--- src/perf_counter_attack_detector_unit_macros.svh ---
// Assertion helpers for the attack detector.
// Both sample on clk and are off while rst_n is low.
`ifndef PERF_COUNTER_ATTACK_DETECTOR_UNIT_MACROS_SVH
`define PERF_COUNTER_ATTACK_DETECTOR_UNIT_MACROS_SVH

// same-cycle implication
`define PCAD_ASSERT_NOW(label, ante, cons, msg) \
  label: assert property (@(posedge clk) disable iff (!rst_n) (ante) |-> (cons)) \
    else $error(msg);

// next-cycle implication
`define PCAD_ASSERT_NEXT(label, ante, cons, msg) \
  label: assert property (@(posedge clk) disable iff (!rst_n) (ante) |=> (cons)) \
    else $error(msg);

`endif

--- src/pcad_pkg.sv ---
package pcad_pkg;

  // counter and window geometry; window length is a power of two
  localparam int CNT_W      = 32;
  localparam int WIN_LOG2   = 3;
  localparam int WINDOW_LEN = 1 << WIN_LOG2;
  localparam int SLOT_W     = WIN_LOG2;
  localparam int TOT_W      = CNT_W + WIN_LOG2;
  localparam int LIMIT_W    = 33;

  // compare widths for the cross-multiplied ratios
  localparam int RATIO_W = CNT_W + 4;   // 10 * avg
  localparam int GROW_W  = CNT_W + 7;   // 100 * cur
  localparam int FG_W    = CNT_W + 2;   // 2 * (prev + 1)
  localparam int IPF_W   = CNT_W + 10;  // 1000 * cur

  localparam logic [RATIO_W-1:0] MISS_RATIO_NUM = RATIO_W'(10);
  localparam logic [RATIO_W-1:0] ACC_RATIO_NUM  = RATIO_W'(7);
  localparam logic [GROW_W-1:0]  GROWTH_SCALE   = GROW_W'(100);
  localparam logic [IPF_W-1:0]   PER_INSTR_SCALE = IPF_W'(1000);

  // configuration port
  localparam int CFG_IDX_W  = 2;
  localparam int CFG_DATA_W = LIMIT_W;

  typedef enum logic [CFG_IDX_W-1:0] {
    CFG_AVG_MISS_FLOOR    = 2'd0,
    CFG_FAULT_FLOOR       = 2'd1,
    CFG_RECENT_MISS_FLOOR = 2'd2,
    CFG_PAIR_FAULT_LIMIT  = 2'd3
  } cfg_reg_t;

  localparam logic [CNT_W-1:0]   AVG_MISS_FLOOR_RST    = CNT_W'(100000);
  localparam logic [CNT_W-1:0]   FAULT_FLOOR_RST       = CNT_W'(100000);
  localparam logic [CNT_W-1:0]   RECENT_MISS_FLOOR_RST = CNT_W'(10000);
  localparam logic [LIMIT_W-1:0] PAIR_FAULT_LIMIT_RST  = LIMIT_W'(256000);

  // sample held between the window update and the rule checks
  typedef struct packed {
    logic [CNT_W-1:0] instr_count;
    logic [CNT_W-1:0] cache_misses;
    logic [CNT_W-1:0] cur_faults;
    logic [CNT_W-1:0] prev_faults;
    logic             detect_en;
    logic [TOT_W-1:0] access_total;
    logic [TOT_W-1:0] miss_total;
  } stage_t;

endpackage

--- src/pcad_channels.sv ---
interface pcad_in_if;
  logic                        valid;
  logic                        ready;
  logic [pcad_pkg::CNT_W-1:0]  instr_count;
  logic [pcad_pkg::CNT_W-1:0]  cache_accesses;
  logic [pcad_pkg::CNT_W-1:0]  cache_misses;
  logic [pcad_pkg::CNT_W-1:0]  minor_faults;
  logic                        ready_req;

  modport source (output valid, instr_count, cache_accesses, cache_misses, minor_faults,
                  ready_req, input ready);
  modport sink (input valid, instr_count, cache_accesses, cache_misses, minor_faults,
                ready_req, output ready);
endinterface

interface pcad_out_if;
  logic valid;
  logic ready;
  logic cache_attack;
  logic fault_attack;

  modport source (output valid, cache_attack, fault_attack, input ready);
  modport sink (input valid, cache_attack, fault_attack, output ready);
endinterface

interface pcad_cfg_if;
  logic                             valid;
  logic                             ready;
  logic [pcad_pkg::CFG_IDX_W-1:0]   index;
  logic [pcad_pkg::CFG_DATA_W-1:0]  data;

  modport source (output valid, index, data, input ready);
  modport sink (input valid, index, data, output ready);
endinterface

--- src/perf_counter_attack_detector_unit.sv ---
// Cache / page-fault attack detector over performance-counter samples.
//
// in_ch  : one beat per sampling interval (instructions, cache accesses,
//          cache misses, minor faults, ready_req). ready_req low still stores
//          the sample in the window but forces both flags to zero.
// out_ch : one beat per input beat, in order: cache_attack, fault_attack.
// cfg_ch : register writes (0 avg miss floor, 1 fault floor, 2 recent miss
//          floor, 3 pair fault limit); always ready, write only while idle.
//
// Throughput: one beat per cycle unless out_ch stalls. A beat passes the
// sample register (s1), then the result register. The window sums update in
// the accept cycle; the rule compares run on the held sample and load the
// result register when it is free. The sample register acts as a skid
// stage, so a stalled receiver holds one result and one sample in flight.
//
// Reset (rst_n low, synchronous): window, sums, previous fault count and
// ring pointer clear to zero, registers return to their defaults, both
// stages empty.
module perf_counter_attack_detector_unit (
  input  logic              clk,
  input  logic              rst_n,
  pcad_in_if.sink           in_ch,
  pcad_out_if.source        out_ch,
  pcad_cfg_if.sink          cfg_ch
);

  // ---------------------------------------------------------------------
  // Configuration registers
  // ---------------------------------------------------------------------
  logic [pcad_pkg::CNT_W-1:0]   avg_miss_floor_r, avg_miss_floor_nxt;
  logic [pcad_pkg::CNT_W-1:0]   fault_floor_r, fault_floor_nxt;
  logic [pcad_pkg::CNT_W-1:0]   recent_miss_floor_r, recent_miss_floor_nxt;
  logic [pcad_pkg::LIMIT_W-1:0] pair_fault_limit_r, pair_fault_limit_nxt;

  assign cfg_ch.ready = 1'b1;

  always_comb begin
    avg_miss_floor_nxt    = avg_miss_floor_r;
    fault_floor_nxt       = fault_floor_r;
    recent_miss_floor_nxt = recent_miss_floor_r;
    pair_fault_limit_nxt  = pair_fault_limit_r;
    if (cfg_ch.valid) begin
      unique case (pcad_pkg::cfg_reg_t'(cfg_ch.index))
        pcad_pkg::CFG_AVG_MISS_FLOOR:    avg_miss_floor_nxt    = cfg_ch.data[pcad_pkg::CNT_W-1:0];
        pcad_pkg::CFG_FAULT_FLOOR:       fault_floor_nxt       = cfg_ch.data[pcad_pkg::CNT_W-1:0];
        pcad_pkg::CFG_RECENT_MISS_FLOOR: recent_miss_floor_nxt = cfg_ch.data[pcad_pkg::CNT_W-1:0];
        pcad_pkg::CFG_PAIR_FAULT_LIMIT:  pair_fault_limit_nxt  = cfg_ch.data;
      endcase
    end
  end

  // ---------------------------------------------------------------------
  // Handshake: sample stage (s1) feeding the result register
  // ---------------------------------------------------------------------
  logic s1_valid_r, s1_valid_nxt;
  logic out_valid_r, out_valid_nxt;
  logic out_free, s1_fire, in_fire;

  assign out_free    = !out_valid_r || out_ch.ready;
  assign s1_fire     = s1_valid_r && out_free;
  assign in_ch.ready = !s1_valid_r || out_free;
  assign in_fire     = in_ch.valid && in_ch.ready;

  always_comb begin
    s1_valid_nxt = s1_valid_r;
    if (in_fire) begin
      s1_valid_nxt = 1'b1;
    end else if (s1_fire) begin
      s1_valid_nxt = 1'b0;
    end
    out_valid_nxt = out_valid_r;
    if (s1_fire) begin
      out_valid_nxt = 1'b1;
    end else if (out_ch.ready) begin
      out_valid_nxt = 1'b0;
    end
  end

  // ---------------------------------------------------------------------
  // Window ring and running sums, updated on each input beat
  // ---------------------------------------------------------------------
  logic [pcad_pkg::CNT_W-1:0]  access_win_r [pcad_pkg::WINDOW_LEN];
  logic [pcad_pkg::CNT_W-1:0]  access_win_nxt [pcad_pkg::WINDOW_LEN];
  logic [pcad_pkg::CNT_W-1:0]  miss_win_r [pcad_pkg::WINDOW_LEN];
  logic [pcad_pkg::CNT_W-1:0]  miss_win_nxt [pcad_pkg::WINDOW_LEN];
  logic [pcad_pkg::TOT_W-1:0]  access_total_r, access_total_nxt;
  logic [pcad_pkg::TOT_W-1:0]  miss_total_r, miss_total_nxt;
  logic [pcad_pkg::CNT_W-1:0]  prev_faults_r, prev_faults_nxt;
  logic [pcad_pkg::SLOT_W-1:0] write_slot_r, write_slot_nxt;
  logic [pcad_pkg::SLOT_W-1:0] slot_plus1;
  pcad_pkg::stage_t            s1_r, s1_nxt;

  assign slot_plus1 = write_slot_r + 1'b1;   // wraps at WINDOW_LEN

  always_comb begin
    access_win_nxt   = access_win_r;
    miss_win_nxt     = miss_win_r;
    access_total_nxt = access_total_r;
    miss_total_nxt   = miss_total_r;
    prev_faults_nxt  = prev_faults_r;
    write_slot_nxt   = write_slot_r;
    s1_nxt           = s1_r;
    if (in_fire) begin
      // drop the oldest sample, add the new one
      access_total_nxt = access_total_r
                         - {{pcad_pkg::WIN_LOG2{1'b0}}, access_win_r[write_slot_r]}
                         + {{pcad_pkg::WIN_LOG2{1'b0}}, in_ch.cache_accesses};
      miss_total_nxt   = miss_total_r
                         - {{pcad_pkg::WIN_LOG2{1'b0}}, miss_win_r[write_slot_r]}
                         + {{pcad_pkg::WIN_LOG2{1'b0}}, in_ch.cache_misses};
      access_win_nxt[write_slot_r] = in_ch.cache_accesses;
      miss_win_nxt[write_slot_r]   = in_ch.cache_misses;
      prev_faults_nxt = in_ch.minor_faults;
      write_slot_nxt  = slot_plus1;

      s1_nxt.instr_count  = in_ch.instr_count;
      s1_nxt.cache_misses = in_ch.cache_misses;
      s1_nxt.cur_faults   = in_ch.minor_faults;
      s1_nxt.prev_faults  = prev_faults_r;
      s1_nxt.detect_en    = in_ch.ready_req;
      s1_nxt.access_total = access_total_nxt;
      s1_nxt.miss_total   = miss_total_nxt;
    end
  end

  // ---------------------------------------------------------------------
  // Rule checks on the held sample; ratios by cross-multiplication
  // ---------------------------------------------------------------------
  logic [pcad_pkg::CNT_W-1:0]   avg_miss, avg_acc;
  logic [pcad_pkg::RATIO_W-1:0] miss_scaled, acc_scaled;
  logic [pcad_pkg::GROW_W-1:0]  cur_grow, prev_grow;
  logic [pcad_pkg::FG_W-1:0]    cur_fg, prev_fg;
  logic [pcad_pkg::IPF_W-1:0]   cur_ipf, instr_ipf;
  logic [pcad_pkg::LIMIT_W-1:0] pair_sum;
  logic                         cache_hit, fault_hit;
  logic                         cache_r, cache_nxt;
  logic                         fault_r, fault_nxt;

  // truncated window averages
  assign avg_miss = s1_r.miss_total[pcad_pkg::TOT_W-1:pcad_pkg::WIN_LOG2];
  assign avg_acc  = s1_r.access_total[pcad_pkg::TOT_W-1:pcad_pkg::WIN_LOG2];

  // miss ratio above 0.7: 10 * miss > 7 * access
  assign miss_scaled = {{(pcad_pkg::RATIO_W-pcad_pkg::CNT_W){1'b0}}, avg_miss}
                       * pcad_pkg::MISS_RATIO_NUM;
  assign acc_scaled  = {{(pcad_pkg::RATIO_W-pcad_pkg::CNT_W){1'b0}}, avg_acc}
                       * pcad_pkg::ACC_RATIO_NUM;

  // fault growth below 0.01: 100 * cur < prev + 1
  assign cur_grow  = {{(pcad_pkg::GROW_W-pcad_pkg::CNT_W){1'b0}}, s1_r.cur_faults}
                     * pcad_pkg::GROWTH_SCALE;
  assign prev_grow = {{(pcad_pkg::GROW_W-pcad_pkg::CNT_W){1'b0}}, s1_r.prev_faults}
                     + 1'b1;

  // fault growth above 2: cur > 2 * (prev + 1)
  assign cur_fg  = {{(pcad_pkg::FG_W-pcad_pkg::CNT_W){1'b0}}, s1_r.cur_faults};
  assign prev_fg = {1'b0, s1_r.prev_faults, 1'b0} + {{(pcad_pkg::FG_W-2){1'b0}}, 2'b10};

  // faults per instruction above 0.001: 1000 * cur > instr
  assign cur_ipf   = {{(pcad_pkg::IPF_W-pcad_pkg::CNT_W){1'b0}}, s1_r.cur_faults}
                     * pcad_pkg::PER_INSTR_SCALE;
  assign instr_ipf = {{(pcad_pkg::IPF_W-pcad_pkg::CNT_W){1'b0}}, s1_r.instr_count};

  // exact 33-bit sum of the last two fault counts
  assign pair_sum = {1'b0, s1_r.cur_faults} + {1'b0, s1_r.prev_faults};

  assign cache_hit = (miss_scaled > acc_scaled)
                     && (avg_miss > avg_miss_floor_r)
                     && (cur_grow < prev_grow);

  assign fault_hit = ((cur_fg > prev_fg)
                      && (s1_r.cur_faults > fault_floor_r)
                      && (s1_r.cache_misses > recent_miss_floor_r)
                      && (cur_ipf > instr_ipf))
                     || (pair_sum > pair_fault_limit_r);

  always_comb begin
    cache_nxt = cache_r;
    fault_nxt = fault_r;
    if (s1_fire) begin
      cache_nxt = s1_r.detect_en && cache_hit;
      fault_nxt = s1_r.detect_en && fault_hit;
    end
  end

  assign out_ch.valid        = out_valid_r;
  assign out_ch.cache_attack = cache_r;
  assign out_ch.fault_attack = fault_r;

  // ---------------------------------------------------------------------
  // Registers
  // ---------------------------------------------------------------------
  always_ff @(posedge clk) begin
    if (!rst_n) begin
      avg_miss_floor_r    <= pcad_pkg::AVG_MISS_FLOOR_RST;
      fault_floor_r       <= pcad_pkg::FAULT_FLOOR_RST;
      recent_miss_floor_r <= pcad_pkg::RECENT_MISS_FLOOR_RST;
      pair_fault_limit_r  <= pcad_pkg::PAIR_FAULT_LIMIT_RST;
      s1_valid_r          <= 1'b0;
      out_valid_r         <= 1'b0;
      access_total_r      <= '0;
      miss_total_r        <= '0;
      prev_faults_r       <= '0;
      write_slot_r        <= '0;
      for (int i = 0; i < pcad_pkg::WINDOW_LEN; i++) begin
        access_win_r[i] <= '0;
        miss_win_r[i]   <= '0;
      end
    end else begin
      avg_miss_floor_r    <= avg_miss_floor_nxt;
      fault_floor_r       <= fault_floor_nxt;
      recent_miss_floor_r <= recent_miss_floor_nxt;
      pair_fault_limit_r  <= pair_fault_limit_nxt;
      s1_valid_r          <= s1_valid_nxt;
      out_valid_r         <= out_valid_nxt;
      access_total_r      <= access_total_nxt;
      miss_total_r        <= miss_total_nxt;
      prev_faults_r       <= prev_faults_nxt;
      write_slot_r        <= write_slot_nxt;
      access_win_r        <= access_win_nxt;
      miss_win_r          <= miss_win_nxt;
    end
  end

  // payload, no reset
  always_ff @(posedge clk) begin
    s1_r    <= s1_nxt;
    cache_r <= cache_nxt;
    fault_r <= fault_nxt;
  end

  // ---------------------------------------------------------------------
  // Assertions
  // ---------------------------------------------------------------------
  `include "perf_counter_attack_detector_unit_macros.svh"

  `PCAD_ASSERT_NEXT(a_slot_step, in_fire, write_slot_r == $past(write_slot_r) + 1'b1, "ring pointer did not step on input beat")
  `PCAD_ASSERT_NEXT(a_sums_hold, !in_fire, $stable(access_total_r) && $stable(miss_total_r), "window sums moved without input beat")
  `PCAD_ASSERT_NEXT(a_disabled_quiet, s1_fire && !s1_r.detect_en, !out_ch.cache_attack && !out_ch.fault_attack, "flag raised with detection disabled")
  `PCAD_ASSERT_NOW(a_empty_ready, !s1_valid_r, in_ch.ready, "input stalled with empty sample stage")

endmodule
--- src/flat_wrapper.sv ---
// flat-port wrapper written by rule: the top's interface ports become plain ports
module perf_counter_attack_detector_unit_flat 
  (clk, rst_n, in_ch_valid, in_ch_instr_count, in_ch_cache_accesses, in_ch_cache_misses, in_ch_minor_faults, in_ch_ready_req, in_ch_ready, out_ch_valid, out_ch_cache_attack, out_ch_fault_attack, out_ch_ready, cfg_ch_valid, cfg_ch_index, cfg_ch_data, cfg_ch_ready);
  pcad_in_if in_ch_i ();
  pcad_out_if out_ch_i ();
  pcad_cfg_if cfg_ch_i ();
  input  logic clk;
  input  logic rst_n;
  input wire logic [$bits(in_ch_i.valid)-1:0] in_ch_valid;
  input wire logic [$bits(in_ch_i.instr_count)-1:0] in_ch_instr_count;
  input wire logic [$bits(in_ch_i.cache_accesses)-1:0] in_ch_cache_accesses;
  input wire logic [$bits(in_ch_i.cache_misses)-1:0] in_ch_cache_misses;
  input wire logic [$bits(in_ch_i.minor_faults)-1:0] in_ch_minor_faults;
  input wire logic [$bits(in_ch_i.ready_req)-1:0] in_ch_ready_req;
  output wire logic [$bits(in_ch_i.ready)-1:0] in_ch_ready;
  output wire logic [$bits(out_ch_i.valid)-1:0] out_ch_valid;
  output wire logic [$bits(out_ch_i.cache_attack)-1:0] out_ch_cache_attack;
  output wire logic [$bits(out_ch_i.fault_attack)-1:0] out_ch_fault_attack;
  input wire logic [$bits(out_ch_i.ready)-1:0] out_ch_ready;
  input wire logic [$bits(cfg_ch_i.valid)-1:0] cfg_ch_valid;
  input wire logic [$bits(cfg_ch_i.index)-1:0] cfg_ch_index;
  input wire logic [$bits(cfg_ch_i.data)-1:0] cfg_ch_data;
  output wire logic [$bits(cfg_ch_i.ready)-1:0] cfg_ch_ready;
  assign in_ch_i.valid = in_ch_valid;
  assign in_ch_i.instr_count = in_ch_instr_count;
  assign in_ch_i.cache_accesses = in_ch_cache_accesses;
  assign in_ch_i.cache_misses = in_ch_cache_misses;
  assign in_ch_i.minor_faults = in_ch_minor_faults;
  assign in_ch_i.ready_req = in_ch_ready_req;
  assign in_ch_ready = in_ch_i.ready;
  assign out_ch_valid = out_ch_i.valid;
  assign out_ch_cache_attack = out_ch_i.cache_attack;
  assign out_ch_fault_attack = out_ch_i.fault_attack;
  assign out_ch_i.ready = out_ch_ready;
  assign cfg_ch_i.valid = cfg_ch_valid;
  assign cfg_ch_i.index = cfg_ch_index;
  assign cfg_ch_i.data = cfg_ch_data;
  assign cfg_ch_ready = cfg_ch_i.ready;
  perf_counter_attack_detector_unit u_core (.clk(clk), .rst_n(rst_n), .in_ch(in_ch_i), .out_ch(out_ch_i), .cfg_ch(cfg_ch_i));
endmodule
--- config.mk ---
export PLATFORM = sky130hd
export DESIGN_NAME = perf_counter_attack_detector_unit_flat
export DESIGN_NICKNAME = d
export VERILOG_FILES = /design/src/pcad_pkg.sv /design/src/pcad_channels.sv /design/src/perf_counter_attack_detector_unit.sv /design/src/flat_wrapper.sv
export VERILOG_INCLUDE_DIRS = /design/src /design/src/src
export SDC_FILE = /design/constraint.sdc
export NUM_CORES = 2
export LEC_CHECK = 0
export BUFFER_PORTS_ARGS = -buffer_cell sky130_fd_sc_hd__buf_2
export CAP_MARGIN = 40
export CORE_MARGIN = 2
export CORE_UTILIZATION = 58
export DETAILED_ROUTE_END_ITERATION = 12
export GPL_TIMING_DRIVEN = 0
export PLACE_DENSITY = 0.9
export REMOVE_ABC_BUFFERS = 1
export SETUP_SLACK_MARGIN = 0.3
export SYNTH_ARGS = -nofsm -noshare
export SYNTH_HDL_FRONTEND = slang
export SYNTH_SLANG_ARGS = --single-unit
--- constraint.sdc ---
create_clock -name clk -period 7.5 [get_ports clk]
set_clock_uncertainty 0.1 [all_clocks]
set_input_delay 1.125 -clock clk [delete_from_list [all_inputs] [get_ports clk]]
set_output_delay 1.125 -clock clk [all_outputs]
set_load 0.02 [all_outputs]
==> impl_metrics.env <==
export IMPL_synthArstFlopShare_pct=0
export IMPL_yosysUniqueCellTypes=90
export IMPL_vias=52800
export IMPL_power_leakage_uw=0.0281
export IMPL_whs_ps=327
export IMPL_num_nets_final=8104
export IMPL_power_switching_share_pct=44.3
export IMPL_gp_congestion=0.941
export IMPL_synth_area_leaders="dfxtp_1 24%, ha_1 12%, edfxtp_1 9.5%"
export IMPL_synth_top_area_share_pct=24.4
export IMPL_syn_inst=7071
export IMPL_fin_crit_sh_pct=99.9
export IMPL_grt_first_pass_wirelength_um=270000
export IMPL_max_freq_mhz=133
export IMPL_first_iter_violations=5296
export IMPL_synthTopCellsByCount="1523 x nand2_1, 955 x a21oi_1, 748 x dfxtp_1"
export IMPL_pwr_share_comb_pct=60.4
export IMPL_reg2regPathDepth=25
export IMPL_place_port_buffers=172
export IMPL_cts_buffer_depth=3
export IMPL_yosysWarnings=0
export IMPL_grt_ovfl_total=0
export IMPL_synthMostInstantiatedCell="nand2_1"
export IMPL_drv_slew=0
export IMPL_setup_viol=0
export IMPL_core_area_um2=105000
export IMPL_finalHoldViolCount=0
export IMPL_post_route_util_pct=64.3
export IMPL_rrSetupSlack_ps=6
export IMPL_pwr_density_cell_nw_per_um2=421
export IMPL_die_h_um=329
export IMPL_clkPwrFrac_pct=17.3
export IMPL_maxCapViolations=0
export IMPL_track_usage_pct=31.0
export IMPL_clock_sinks=943
export IMPL_layout_drive_gt1_share_pct=9.90
export IMPL_vias_per_cell=6.15
export IMPL_dieArea_um2=109000
export IMPL_grt_start_max_net_pins=155
export IMPL_crit_type="flop to flop"
export IMPL_cp_arrival_ps=7780
export IMPL_status="finished, final reports clean"
export IMPL_synth_top_area_cell="dfxtp_1"
export IMPL_min_delay_start="u_core.prev_faults_r[27]$_SDFFE_PN0P_"
export IMPL_min_period_ps=7490
export IMPL_wl_um=175000
export IMPL_drc=0
export IMPL_synth_seq_cells=943
export IMPL_netSwitchingPower_uw=12600
export IMPL_grt_pass1_vias=53100
export IMPL_place_ws_ps=-64.5
export IMPL_cts_buffers=96
export IMPL_finalWorstSetupSlack_ps=5.64
export IMPL_hpwl_um=120000
export IMPL_ant_nets=0
export IMPL_cts_tree="done"
export IMPL_avgSynthCellArea_um2=8.69
export IMPL_clkLatencyLatePin_ps=710
export IMPL_area_delta_synth_final_pct=10.1
export IMPL_start_util_pct=58.4
export IMPL_syn_area_um2=61400
export IMPL_critPathMaxFanout=5
export IMPL_cts_hold_buf=0
export IMPL_cts_htree_levels=3
export IMPL_first_pass_iters=6
export IMPL_fp_dieW_um=329
export IMPL_relSlewSlack_pct=38.8
export IMPL_tightest_slew_ps=915
export IMPL_intPower_uw=15900
export IMPL_path_clk_slew_ps=70
export IMPL_io_pins=174
export IMPL_hp_class="flop to flop"
export IMPL_cp_required_ps=7780
export IMPL_rr_startpoint="u_core.cur_fg[6]$_DFFE_PP_"
export IMPL_worstSetupStartpointType="flop"
export IMPL_ir_worst_vdd_mv=0.603
export IMPL_wire_per_inst_um=20.4
export IMPL_fp_row_count=119
export IMPL_pwr_share_seq_pct=22.3
export IMPL_antenna_found_initial=38
export IMPL_worstHoldEndpoint="u_core.s1_r[98]$_DFFE_PP_"
export IMPL_ys_flop_type="dfxtp_1"
export IMPL_r2r_end="u_core.out_ch.fault_attack$_DFFE_PP_"
export IMPL_cp_end_kind="flop"
export IMPL_finalSetupTns_ps=0
export IMPL_yosysSeqAreaShare_pct=33.9
export IMPL_synth_edf_count=195
export IMPL_clockRootBuffer="clkbuf_16"
export IMPL_holdPathStages=0
export IMPL_power_total_uw=28500
-- cells by family (layout without fill, tap and decap cells) --
family	count (synthesis)	after routing	share of synthesized area, %
simple gates	2141	2141	14.7
compound gates	1592	1592	15.2
buf+inv	1110	1208	6.80
flops	943	943	33.9
fa+ha+maj	848	848	20.2
xor+xnor	227	227	3.26
mux	209	209	5.87
other cells	1	24	0.00610
-- cell usage in the layout, fill, tap and decap left out, types with 114 or more instances in the layout --
cell      instances
inv_1           732
a21oi_1         951
a21o_1          165
edfxtp_1        195
nand2_1        1519
nor2_1          200
fa_1            241
buf_2           176
ha_1            604
xnor2_1         132
dfxtp_1         745
mux4_2          114
-- what timing repair did --
item	in CTS	in global routing
endpoints found under the hold margin	0	0
pin swaps	1	19
gates resized for setup	13	21
buffers inserted	25	7
endpoints found under the setup margin	2	2
-- flip-flops by register name (all words and copies together), names as in the netlist, 33 cells and up --
register                   cells
u_core.access_total_r         35
u_core.access_win_r          256
u_core.miss_total_r           35
u_core.miss_win_r            256
u_core.pair_fault_limit_r     33
u_core.s1_r                   65
-- per-layer routing --
metal | part of all wire, % | wire [um] | vias to the layer above | global-route usage, %
li1 | - | - | 24000 | -
met1 | 35 | 61900 | 25000 | 35.3
met2 | 49 | 85800 | 2864 | 53.9
met3 | 9.3 | 16300 | 848 | 6.12
met4 | 6.2 | 10800 | 26 | 18.7
met5 | 0.092 | 161 | - | 0
-- critical path, stage by stage, from the launching register on --
cell and delay [ps]:
edfxtp_1 440, clkinvlp_4 220, fa_1 570, fa_1 440
fa_1 500, fa_1 510, inv_1 40, ha_1 350
a21oi_1 210, nor3b_1 110, a211oi_2 350, nand2_2 140
a21oi_4 200, o21bai_2 120, a21oi_2 370, xnor2_2 160
ha_1 360, nand4_1 220, nor4_1 130, a31oi_1 330
nand3_2 240, a221oi_2 260, a31oi_1 80, or4_1 450
nor3_2 150, a41oi_2 160
-- power by group through the flow --
stage | logic, uW | clock network [uW] | registers [uW]
CTS | 16500 | 4930 | 6330
global route | 18900 | 5110 | 6400
detailed placement | 16100 | 0 | 6440
global placement | 15100 | 0 | 6490
finish | 17200 | 4920 | 6350
floorplan | 12500 | 0 | 6300
-- through the flow --
stage | std cells | instance area (um^2)
after floorplan | 6706 | 60000
after global placement | 8269 | 62600
after detailed placement | 8347 | 64000
after CTS | 8552 | 67400
after global routing | 8572 | 67600
final | 8583 | 67600
-- area by class of cell --
class	count	area, um^2
Antenna cell	23	57.6
Inverter	745	2840
Tap cell	1391	1740
Clock buffer	137	2780
Clock inverter	43	438
Multi-Input combinational cell	5018	36700
Sequential cell	943	20800
Timing Repair Buffer	283	2270
Fill cell	7681	37500
-- worst max path at each step --
stage | slack (ps) | endpoint | startpoint | depth (start not counted)
CTS | 210 | u_core.out_ch.fault_attack$_DFFE_PP_ | u_core.cur_fg[1]$_DFFE_PP_ | 29
finish | 6 | u_core.out_ch.fault_attack$_DFFE_PP_ | u_core.cur_fg[6]$_DFFE_PP_ | 25
floorplan | -5320 | u_core.miss_total_r[21]$_SDFFE_PN0P_ | rst_n | 3
global placement | -19540 | u_core.miss_win_r[253]$_SDFFE_PN0P_ | u_core.write_slot_r[0]$_SDFFE_PN0P_ | 3
detailed placement | -60 | u_core.out_ch.fault_attack$_DFFE_PP_ | u_core.cur_fg[6]$_DFFE_PP_ | 22
global route | -130 | u_core.out_ch.fault_attack$_DFFE_PP_ | u_core.cur_fg[6]$_DFFE_PP_ | 24
Power figures use the tool's default switching activity.
